`src/hdl/tpid_pkg.sv`:
```
// ----------------------------------------------------------------------------
// tpid_pkg
// Shared widths, register codes and types of the three-axis pid unit
// ----------------------------------------------------------------------------
package tpid_pkg;

  localparam int MaxWindow = 64;
  localparam int PtrW      = (MaxWindow > 1) ? $clog2(MaxWindow) : 1;

  localparam int SampleW   = 16;
  localparam int GainW     = 16;
  localparam int FiltW     = 16;
  localparam int LenW      = 7;
  localparam int AdjW      = 24;
  localparam int DerivW    = 18;
  localparam int SumW      = SampleW + 1 + PtrW;
  localparam int LenCmpW   = (LenW > PtrW + 1) ? LenW : PtrW + 1;
  localparam int CfgIdxW   = 3;
  localparam int CfgDataW  = 16;
  localparam int RowW      = 3 * SampleW;
  localparam int NumAxes   = 3;

  localparam logic signed [GainW-1:0] GainPropRst  = 16'sd256;
  localparam logic signed [GainW-1:0] GainIntegRst = 16'sd0;
  localparam logic signed [GainW-1:0] GainDerivRst = 16'sd0;
  localparam logic        [FiltW-1:0] FiltRst      = 16'hFFFF;
  localparam logic        [LenW-1:0]  WinLenRst    = 7'd16;

  typedef enum logic [CfgIdxW-1:0] {
    CFG_GAIN_PROP  = 3'd0,
    CFG_GAIN_INTEG = 3'd1,
    CFG_GAIN_DERIV = 3'd2,
    CFG_FILT       = 3'd3,
    CFG_WIN_LEN    = 3'd4
  } cfg_idx_e;

  typedef logic signed [SampleW-1:0] sample_t;
  typedef logic signed [AdjW-1:0]    adj_t;

  // per-step strobes from the sequencer and the window clear, to the axis lanes
  typedef struct packed {
    logic step1;
    logic step2;
    logic clr_win;
  } lane_ctrl_t;

endpackage

```
`src/hdl/tpid_win_ram.sv`:
```
// ----------------------------------------------------------------------------
// tpid_win_ram
// Sample window store: one write port, one read port, registered read data
// ----------------------------------------------------------------------------
module tpid_win_ram (
  input  logic                          clk_i,
  input  logic                          wr_en_i,
  input  logic [tpid_pkg::PtrW-1:0]     wr_addr_i,
  input  logic [tpid_pkg::RowW-1:0]     wr_data_i,
  input  logic                          rd_en_i,
  input  logic [tpid_pkg::PtrW-1:0]     rd_addr_i,
  output logic [tpid_pkg::RowW-1:0]     rd_data_o
);

  logic [tpid_pkg::RowW-1:0] mem_q [tpid_pkg::MaxWindow];
  logic [tpid_pkg::RowW-1:0] rd_data_q;

  always_ff @(posedge clk_i) begin
    if (wr_en_i) begin
      mem_q[wr_addr_i] <= wr_data_i;
    end
  end

  always_ff @(posedge clk_i) begin
    if (rd_en_i) begin
      rd_data_q <= mem_q[rd_addr_i];
    end
  end

  assign rd_data_o = rd_data_q;

endmodule

```
`config.mk`:
```
export PLATFORM = sky130hd
export DESIGN_NAME = tpid_win_ram
export DESIGN_NICKNAME = d
export VERILOG_FILES = /design/src/hdl/tpid_pkg.sv /design/src/hdl/tpid_win_ram.sv
export SDC_FILE = /design/constraint.sdc
export NUM_CORES = 2
export LEC_CHECK = 0
export BUFFER_PORTS_ARGS = -buffer_cell sky130_fd_sc_hd__buf_2
export CORE_MARGIN = 3
export CORE_UTILIZATION = 25
export CTS_CLUSTER_DIAMETER = 40
export CTS_CLUSTER_SIZE = 30
export DETAILED_ROUTE_END_ITERATION = 10
export REMOVE_ABC_BUFFERS = 1
export SYNTH_ARGS = -nofsm -noshare
export SYNTH_HDL_FRONTEND = slang
export SYNTH_SLANG_ARGS = --single-unit
```
`constraint.sdc`:
```
create_clock -name clk_i -period 5.5 [get_ports clk_i]
set_input_delay 1.375 -clock clk_i [delete_from_list [all_inputs] [get_ports clk_i]]
set_output_delay 1.375 -clock clk_i [all_outputs]
set_load 0.01 [all_outputs]
```
==> results.md <==
* Outcome: finished clean
* Multi-input logic area at 22940 um2
* Clock root buffer: clkbuf_16
* Post-Synth Adder-Cell Area at 0%
* Synth Instances at 4970
* Post-CTS Resized at 0
* Layout fillers at 44500
* Drt wl/cell at 27.18 um
* Largest family of logic cells by synthesized area: multiplexers
* Top-area cell type share of the netlist area at 79.67%
* Sequential Area at 93690 um2
* Mapped cell area at 117600 um2
* Die H at 691.9 um
* Post-route core utilization at 30.15%
* CP max FO at 61
* Vias at 57430
* Synthesized area per cell at 23.66 um2
* Crit Path Class: input port to flop
* Clock transition at the registers of the reported paths at 60 ps
* Number of global-route vias before repair at 58480
* # rows at 251
* Type of the tightest min-delay check: flop to flop
* Leakage dissipation at 43.16 nW
* Mux share of post-synthesis cell area at 15.09%
* Worst Setup End Kind: flop
* Worst vdd ir at 0.0002656 V
* DRC viols at 0
* Final count of hold timing violations at 0
* Router iterations before antenna repair at 6
* Final setup vio count at 0
* FMAX at 287.3 MHz
* Total global routing overflow at 0
* Crit path DAT at 4030 ps
* CP required at 6050 ps
* Sequential fraction of the synthesis area at 79.67%
* Final worst path period share at 63.28%
* Layout cells sized above 1 at 32.57%
* Overall power at 54.98 mW
* First-pass GRT wire length at 455200 um
* Clk buf depth at 4
* Power Density at 389.7 nW/um2
* Yosys top cell by area: edfxtp_1
* Actual slew at the worst max-slew pin at 1273 ps
* Hold-fix buffers, CTS at 0
* Flip-flop and latch count after synthesis at 3120
* Clk_lat worst skew at 900 ps
* Worst clock skew at 72.11 ps
* Largest cells by area after synthesis: edfxtp_1 (80%), mux4_2 (14%), o22ai_1 (0.65%)
* Slew HR at 15.14%
* RSZ-0062 raised after global routing: no
* Clock tree from TritonCTS: yes
* Hpwl dp at 182200 um
* H-tree depth at 5
* CP startpoint kind: input port
* Initial Util at 25.13%
* Post-synthesis compound-gate area fraction at 3.012%
* Routed Antenna Nets at 0
* Max Cap Viol at 0
* Synth Area in XOR/XNOR at 0%
* Die X at 691.9 um
* Post-route minimum period at 3481 ps
* Layout Nets at 5497
* IO Count at 111
* GR Util All Layers at 13.22%
* PortBufs at 110
* Die area at 478700 um2
* Synth cell types at 35
* Initial antenna violation count at 53
* Vias per inst at 4.799
* # clock sinks at 3120
* Synth-to-Final Area Change at 19.98%
* Simple-gate area share of the yosys netlist at 0.9533%
* Reg-to-reg slack, setup at 3290 ps
* Maximum number of pins on one net before global-route repair at 92
* Area of the core at 467900 um2
* Routability cong. at 0.7748
* Initial drt markers at 7739
* Setup Fix Bufs, Post-CTS at 0
* Routed WL at 325300 um
* Number of synthesis warnings at 0
* TritonCTS Buffers at 388
* Final slew viol count at 0
## layout by cell type (no fill, tap or decap), drive strengths merged
cell / n
o221ai: 28
mux2: 12
clkinvlp: 30
a211oi: 32
nand4b: 1
nor3: 3
nor2: 132
clkinv: 116
nand3b: 5
inv: 112
nand2: 55
a31o: 5
diode: 14
buf: 356
a22o: 57
or3b: 4
or2: 3
and3: 1
a22oi: 72
a311o: 1
nand3: 7
or3: 3
and2: 3
mux4: 754
a31oi: 1
a221oi: 83
mux2i: 63
nand2b: 10
nand4: 2
clkbuf: 411
a21oi: 74
a311oi: 11
bufinv: 43
nor2b: 24
edfxtp: 3120
o22ai: 122
## cell usage after synthesis, drive strengths merged
library cell,n
a211oi,32
a21oi,74
a221oi,83
a22o,57
a22oi,72
a311o,1
a311oi,11
a31o,5
a31oi,1
and2,3
and3,1
buf,183
clkbuf,99
edfxtp,3120
mux2,12
mux2i,63
mux4,754
nand2,55
nand2b,10
nand3,7
nand3b,5
nand4,2
nand4b,1
nor2,132
nor2b,24
nor3,3
o221ai,28
o22ai,122
or2,3
or3,3
or3b,4
## metrics by stage
stage	setup WS (ps)	instance area (um2)	std cells	hold slack (ps)	setup TNS, ps
finish	2019	141100	11970	885.2	0
global route	1839	141100	11960	927.0	0
CTS	1941	141100	11950	883.6	0
detailed placement	968.0	127500	11240	861.2	0
global placement	1006	127500	11240	835.9	0
floorplan	-7.917	116100	4688	786.9	-399.9
## registers in the layout, summed over array words and instances, names as in the netlist
name,flops
mem_q,3072
rd_data_o,48
## report_power, final
group / switching (mW) / internal (mW)
Clock: 10.7 / 15.5
Combinational: 1.44 / 0.844
Sequential: 0.0977 / 26.4
## routing by layer
layer	routed length (um)	global-route usage [%]
met3	33310	3.313
met4	7833	3.445
met1	128700	17.81
met5	138	0
met2	155400	21.31
## cells by family (layout without fill, tap and decap cells)
logic type             after synthesis  count (layout)
DFF                               3120            3120
muxes                              829             829
AOI/OAI and AO/OA                  486             486
buffers and inverters              282            1068
and+or+nand+nor                    253             253
other                                0              14
## worst max-delay path: stages
cell and delay [ps]:
buf_8 500, buf_12 410, buf_4 410, mux4_2 350, o22ai_1 160, nor2_1 120, a21oi_1 400, a221oi_1 90
## path summary, 6_finish.rpt
| kind | end | startpoint | depth (start not counted) |
|---|---|---|---|
| worst max-delay path | rd_data_o[35] | rd_addr_i[1] | 8 |
| worst min-delay path | rd_data_o[13] | mem_q[59][13] | 4 |
| worst max register to register | rd_data_o[37] | mem_q[11][37] | 4 |
| worst min register to register | rd_data_o[13] | mem_q[59][13] | 4 |
## layout make-up
cell class / instances / area share, %
well taps: 6198 / 5.496
clock inverters: 301 / 2.544
diodes: 14 / 0.02483
multi-input cells: 1568 / 16.26
flip-flops and latches: 3120 / 66.40
repair buffers: 356 / 2.240
clock buffers: 411 / 7.033
(Power assumes the default switching activity.)
