`config.mk`:
```
export PLATFORM = sky130hd
export DESIGN_NAME = tpid_axis_lane
export DESIGN_NICKNAME = d
export VERILOG_FILES = /design/src/hdl/tpid_pkg.sv /design/src/hdl/tpid_axis_lane.sv
export SDC_FILE = /design/constraint.sdc
export NUM_CORES = 2
export LEC_CHECK = 0
export BUFFER_PORTS_ARGS = -buffer_cell sky130_fd_sc_hd__buf_2
export CORE_ASPECT_RATIO = 0.5
export CORE_UTILIZATION = 56
export DETAILED_ROUTE_END_ITERATION = 7
export PLACE_DENSITY = 0.72
export SETUP_SLACK_MARGIN = 0.1
export SLEW_MARGIN = 25
export SYNTH_ARGS = -nofsm -noshare
export SYNTH_HDL_FRONTEND = slang
export SYNTH_SLANG_ARGS = --single-unit
```
`constraint.sdc`:
```
create_clock -name clk_i -period 12.5 [get_ports clk_i]
set_input_delay 2.5 -clock clk_i [delete_from_list [all_inputs] [get_ports clk_i]]
set_output_delay 2.5 -clock clk_i [all_outputs]
set_load 0.02 [all_outputs]
```
`src/hdl/tpid_pkg.sv`:
```
// ----------------------------------------------------------------------------
// tpid_pkg
// Shared widths, register codes and types of the three-axis pid unit
// ----------------------------------------------------------------------------
package tpid_pkg;

  localparam int MaxWindow = 64;
  localparam int PtrW      = (MaxWindow > 1) ? $clog2(MaxWindow) : 1;

  localparam int SampleW   = 16;
  localparam int GainW     = 16;
  localparam int FiltW     = 16;
  localparam int LenW      = 7;
  localparam int AdjW      = 24;
  localparam int DerivW    = 18;
  localparam int SumW      = SampleW + 1 + PtrW;
  localparam int LenCmpW   = (LenW > PtrW + 1) ? LenW : PtrW + 1;
  localparam int CfgIdxW   = 3;
  localparam int CfgDataW  = 16;
  localparam int RowW      = 3 * SampleW;
  localparam int NumAxes   = 3;

  localparam logic signed [GainW-1:0] GainPropRst  = 16'sd256;
  localparam logic signed [GainW-1:0] GainIntegRst = 16'sd0;
  localparam logic signed [GainW-1:0] GainDerivRst = 16'sd0;
  localparam logic        [FiltW-1:0] FiltRst      = 16'hFFFF;
  localparam logic        [LenW-1:0]  WinLenRst    = 7'd16;

  typedef enum logic [CfgIdxW-1:0] {
    CFG_GAIN_PROP  = 3'd0,
    CFG_GAIN_INTEG = 3'd1,
    CFG_GAIN_DERIV = 3'd2,
    CFG_FILT       = 3'd3,
    CFG_WIN_LEN    = 3'd4
  } cfg_idx_e;

  typedef logic signed [SampleW-1:0] sample_t;
  typedef logic signed [AdjW-1:0]    adj_t;

  // per-step strobes from the sequencer and the window clear, to the axis lanes
  typedef struct packed {
    logic step1;
    logic step2;
    logic clr_win;
  } lane_ctrl_t;

endpackage

```
`src/hdl/tpid_axis_lane.sv`:
```
// ----------------------------------------------------------------------------
// tpid_axis_lane
// One axis: window sum, filtered derivative and the gain products
// ----------------------------------------------------------------------------
module tpid_axis_lane (
  input  logic                               clk_i,
  input  logic                               rst_ni,
  input  tpid_pkg::lane_ctrl_t               ctrl_i,
  input  tpid_pkg::sample_t                  tilt_i,
  input  tpid_pkg::sample_t                  old_i,
  input  logic signed [tpid_pkg::GainW-1:0]  gain_prop_i,
  input  logic signed [tpid_pkg::GainW-1:0]  gain_integ_i,
  input  logic signed [tpid_pkg::GainW-1:0]  gain_deriv_i,
  input  logic        [tpid_pkg::FiltW-1:0]  filt_i,
  output tpid_pkg::adj_t                     adj_o
);

  localparam int DiffW  = tpid_pkg::SampleW + 1;
  localparam int DeltaW = tpid_pkg::DerivW + 1;
  localparam int KProdW = tpid_pkg::FiltW + 1 + DeltaW;
  localparam int KRndW  = KProdW + 1;
  localparam int PPropW = tpid_pkg::GainW + tpid_pkg::SampleW;
  localparam int PIntW  = tpid_pkg::GainW + tpid_pkg::SumW;
  localparam int PDerW  = tpid_pkg::GainW + tpid_pkg::DerivW;
  localparam int AccW   = PIntW + 2;

  logic signed [tpid_pkg::SumW-1:0]   sum_q, sum_d;
  tpid_pkg::sample_t                  prev_q;
  logic signed [tpid_pkg::DerivW-1:0] fd_q, fd_d;
  logic signed [KProdW-1:0]           kprod_q, kprod_d;
  logic signed [PPropW-1:0]           pprop_q, pprop_d;
  logic signed [PIntW-1:0]            pint_q, pint_d;
  logic signed [PDerW-1:0]            pder_q, pder_d;

  logic signed [DiffW-1:0]            diff;
  logic signed [DeltaW-1:0]           delta;
  logic signed [KRndW-1:0]            krnd;
  logic signed [AccW-1:0]             acc;
  logic signed [AccW-1:0]             acc_sh;

  // step one: window sum, derivative error product, proportional product
  assign sum_d   = sum_q + tpid_pkg::SumW'(tilt_i) - tpid_pkg::SumW'(old_i);
  assign diff    = DiffW'(tilt_i) - DiffW'(prev_q);
  assign delta   = DeltaW'(diff) - DeltaW'(fd_q);
  assign kprod_d = $signed({1'b0, filt_i}) * delta;
  assign pprop_d = gain_prop_i * tilt_i;

  // step two: round the filter step, then integral and derivative products
  assign krnd    = KRndW'(kprod_q) + KRndW'(32768);
  assign fd_d    = fd_q + tpid_pkg::DerivW'(krnd >>> 16);
  assign pint_d  = gain_integ_i * sum_q;
  assign pder_d  = gain_deriv_i * fd_d;

  // final add, round half up, clamp
  assign acc    = AccW'(pprop_q) + AccW'(pint_q) + AccW'(pder_q) + AccW'(128);
  assign acc_sh = acc >>> 8;

  always_comb begin
    if (acc_sh > AccW'(8388607)) begin
      adj_o = 24'sh7FFFFF;
    end else if (acc_sh < -AccW'(8388608)) begin
      adj_o = 24'sh800000;
    end else begin
      adj_o = tpid_pkg::AdjW'(acc_sh);
    end
  end

  always_ff @(posedge clk_i or negedge rst_ni) begin
    if (!rst_ni) begin
      sum_q  <= '0;
      prev_q <= '0;
      fd_q   <= '0;
    end else begin
      if (ctrl_i.clr_win) begin
        sum_q <= '0;
      end else if (ctrl_i.step1) begin
        sum_q <= sum_d;
      end
      if (ctrl_i.step1) begin
        prev_q <= tilt_i;
      end
      if (ctrl_i.step2) begin
        fd_q <= fd_d;
      end
    end
  end

  always_ff @(posedge clk_i) begin
    if (ctrl_i.step1) begin
      kprod_q <= kprod_d;
      pprop_q <= pprop_d;
    end
    if (ctrl_i.step2) begin
      pint_q <= pint_d;
      pder_q <= pder_d;
    end
  end

endmodule

```
==> results.txt <==
The flow ran to the end, and the final reports show no timing, DRC or antenna violations. The remaining routing DRC violations is 0. The delay of the slowest cell on the worst path came out at 0.61 ns. TritonCTS built the clock tree. In this run the clock root is driven by a sky130_fd_sc_hd__clkbuf_16. The clock-pin slew of the registers on the worst-case setup and hold paths is 0.09 ns.

Across the run, the number of max-cap violations was 0. The placer congestion estimate came out at 0.933. The deepest clock path buffer count came out at 2. The number of buffers created by CTS came out at 17. The count of warnings emitted by yosys came out at 0. The initial antenna violation count came out at 18.

The sequential cell area came out at 0.00515 mm^2. The number of I/O port buffers came out at 124. The core box area came out at 0.101 mm^2.

The horizontal die dimension came out at 454 um. The min-delay analysis places its worst path in the category reg -> reg. The relative max-transition margin came out at 0.279. The count of instances resized after the clock tree is built came out at 0. The average instance in the mapped netlist occupies 9.37 um^2.

The maximum clock skew at final layout is 0.0172 ns. The maximum clock frequency is 0.0866 GHz. The mapped netlist covers 0.0571 mm^2. Dividing the final minimum period by the clock period gives 0.924. After clock tree synthesis, the flow added hold-fix buffers numbering 0.

Leaving out fill and tap cells, the most frequent cell in the layout is sky130_fd_sc_hd__inv_1. The die area came out at 0.103 mm^2. Before antenna repair, the detailed router went through 5 iterations. The first global-routing pass estimated 241000 um of wire. The endpoint type of the worst setup path is a register.

Entering global routing, the biggest net connects 61 pins. The transition time at the pin with the least slew margin came out at 1.05 ns. On the critical path, the stage with the largest delay is an instance of sky130_fd_sc_hd__fa_1. After synthesis, the netlist uses 77 different library cells.

The number of global-route vias before repair was 45200. After clock tree synthesis, the setup repair step added 0 buffers. The sink count of the clock tree is 181.

The detail-routed net length per standard cell is 19.8 um. The vias per cell is 5.53. Setup violations remaining at the end of the flow were counted as 0.

In the layout the commonest cells are sky130_fd_sc_hd__inv_1, sky130_fd_sc_hd__fa_1, sky130_fd_sc_hd__nand2_1. The number of hold violations in the final report was 0. The critical path contains buffers and inverters numbering 6 combined. The cell that appears most often on the critical path is sky130_fd_sc_hd__fa_1.

The share of synthesized flip-flops with an asynchronous set or reset is 0.315. In this run the core area contains 82 standard-cell rows. The endpoint required time on the critical path came out at 12.76 ns. The largest fanout on the critical path came out at 19. The number of nets in the finished design is 7944.

The number of nets produced by synthesis came out at 7964. The post-route core utilization came out at 0.593. The type of the worst setup path is in -> reg.

The CTS H-tree depth came out at 4. The layout has 8598 filler cells. The critical path data arrival time came out at 11.80 ns. By area the synthesized netlist is led by sky130_fd_sc_hd__fa_1, sky130_fd_sc_hd__ha_1, sky130_fd_sc_hd__inv_1. The overall routed net length came out at 147000 um. The remaining antenna violation count is 0. The all-layer global routing usage is 0.299. The cell family contributing the most delay on the critical path is adder cells. The number of max-slew violations in the final report is 0. The number of synthesized flops with an enable pin is 124.

The later pin in the worst-skew pair is clocked with a latency of 0.52 ns. The area share of the largest cell type after synthesis came out at 0.448. Setup repair after global routing left no endpoint under its margin. The DRC violation total after the first TritonRoute iteration is 3065. The flip-flop and latch count after synthesis came out at 181. The height of the die came out at 228 um. After routing, the total negative slack on setup checks comes to 0 ns.

The number of I/O pins came out at 125. The routed layout has 41200 vias. The cell count after synthesis came out at 6095.

In the final layout, the share of cells above drive strength 1 is 0.0391. The portion of the post-synthesis area used by sequential elements came out at 0.0902. The most used flip-flop cell after synthesis is sky130_fd_sc_hd__edfxtp_1. The synthesized design spends more area on one cell type than any other, namely sky130_fd_sc_hd__fa_1. The multi-input gate area in the final layout is 0.0456 mm^2. From synthesis to final layout, the design area changed by 4.36%. STA classifies the critical path startpoint as a primary input. The post-detailed-placement half-perimeter wirelength is 122000 um. The minimum clock period after layout came out at 11.54 ns. The initial cell density of the core is 0.568. The sum of overflow across all layers after global routing is 0.
-- per-stage QoR --
| stage | cells | hold WS [ns] | area (um^2) | setup slack (ns) |
|---|---|---|---|---|
| 5_1_grt | 7440 | 0.553 | 59600 | 0.347 |
| 6_report | 7443 | 0.539 | 59600 | 0.956 |
| 3_5_place_dp | 7400 | 0.515 | 59000 | 0.581 |
| 3_3_place_gp | 7400 | 0.498 | 59000 | 0.794 |
| 2_1_floorplan | 6095 | 0.487 | 57100 | 1.48 |
| 4_1_cts | 7432 | 0.535 | 59600 | 1.08 |
-- worst register-to-register path: cells and delay by family, from the launching register on --
kind | cells | cell delay (ns)
xor+xnor | 2 | 1.10
compound gates | 14 | 3.08
fa+ha+maj | 9 | 4.27
buf+inv | 2 | 0.10
simple gates | 6 | 1.66
flops | 1 | 0.45
-- cell type report --
type | instances | area share
antenna | 11 | 0.000462
clock buffer | 17 | 0.00714
clock inverter | 15 | 0.00265
inverter | 1482 | 0.0933
multi-input combinational | 4226 | 0.766
sequential | 181 | 0.0864
tap | 1344 | 0.0282
timing repair buffer | 167 | 0.0159
-- synth_stat cells (17+ instances only) --
library cell               count
sky130_fd_sc_hd__dfrtp_1      57
sky130_fd_sc_hd__nor3_1       38
sky130_fd_sc_hd__mux2i_1      18
sky130_fd_sc_hd__fa_1       1278
sky130_fd_sc_hd__inv_1      1482
sky130_fd_sc_hd__nor2b_1      27
sky130_fd_sc_hd__o21bai_1     33
sky130_fd_sc_hd__ha_1        490
sky130_fd_sc_hd__nand3_1      47
sky130_fd_sc_hd__o21a_1       38
sky130_fd_sc_hd__edfxtp_1    124
sky130_fd_sc_hd__o21ai_0      89
sky130_fd_sc_hd__a21o_1       93
sky130_fd_sc_hd__and2_1      467
sky130_fd_sc_hd__nand2_1     795
sky130_fd_sc_hd__nor2_1      144
sky130_fd_sc_hd__xnor2_1     180
sky130_fd_sc_hd__and3_1       29
sky130_fd_sc_hd__xor2_1       63
sky130_fd_sc_hd__nor3b_1      17
sky130_fd_sc_hd__a21oi_1     144
sky130_fd_sc_hd__clkbuf_1    196
sky130_fd_sc_hd__nand2b_1     48
-- layer usage --
metal	part of all wire	up-vias	global-route usage	wire length, um
li1	-	18200	-	-
met1	0.41	21100	0.409	60900
met2	0.46	1655	0.480	68200
met3	0.096	261	0.0669	14200
met4	0.027	2	0.0875	3930
met5	0.000088	-	0	13
-- registers in the layout, summed over array words and instances, names as in the netlist --
| signal | flops |
|---|---|
| fd_q | 18 |
| kprod_q | 19 |
| pder_q | 34 |
| pint_q | 39 |
| pprop_q | 32 |
| prev_q | 16 |
| sum_q | 23 |
-- kinds of logic (layout without fill, tap and decap cells) --
family	count (synthesis)	count (layout)	share of synthesized area
flip-flops	181	181	0.0902
multiplexers	26	26	0.00473
other	0	11	0
adder cells (fa/ha/maj)	1769	1769	0.556
buffers and inverters	1688	1681	0.111
AO/OA/AOI/OAI	517	517	0.0599
AND/OR/NAND/NOR	1671	1671	0.141
XOR/XNOR	243	243	0.0373
-- final timing paths --
path	cells past startpoint	start	slack, ns	to
worst min register to register	1	prev_q[1]	0.54	prev_q[1]
min in group asynchronous	2	rst_ni	2.17	fd_q[12]
worst max register to register	33	kprod_q[15]	1.51	pder_q[33]
worst max-delay path	34	tilt_i[0]	0.96	kprod_q[33]
max in group asynchronous	2	rst_ni	9.73	sum_q[11]
worst min-delay path	1	prev_q[1]	0.54	prev_q[1]
Power is left out: the tool's default activity adds up to more than one toggle a clock period on the data nets, which glitch-free logic cannot reach.
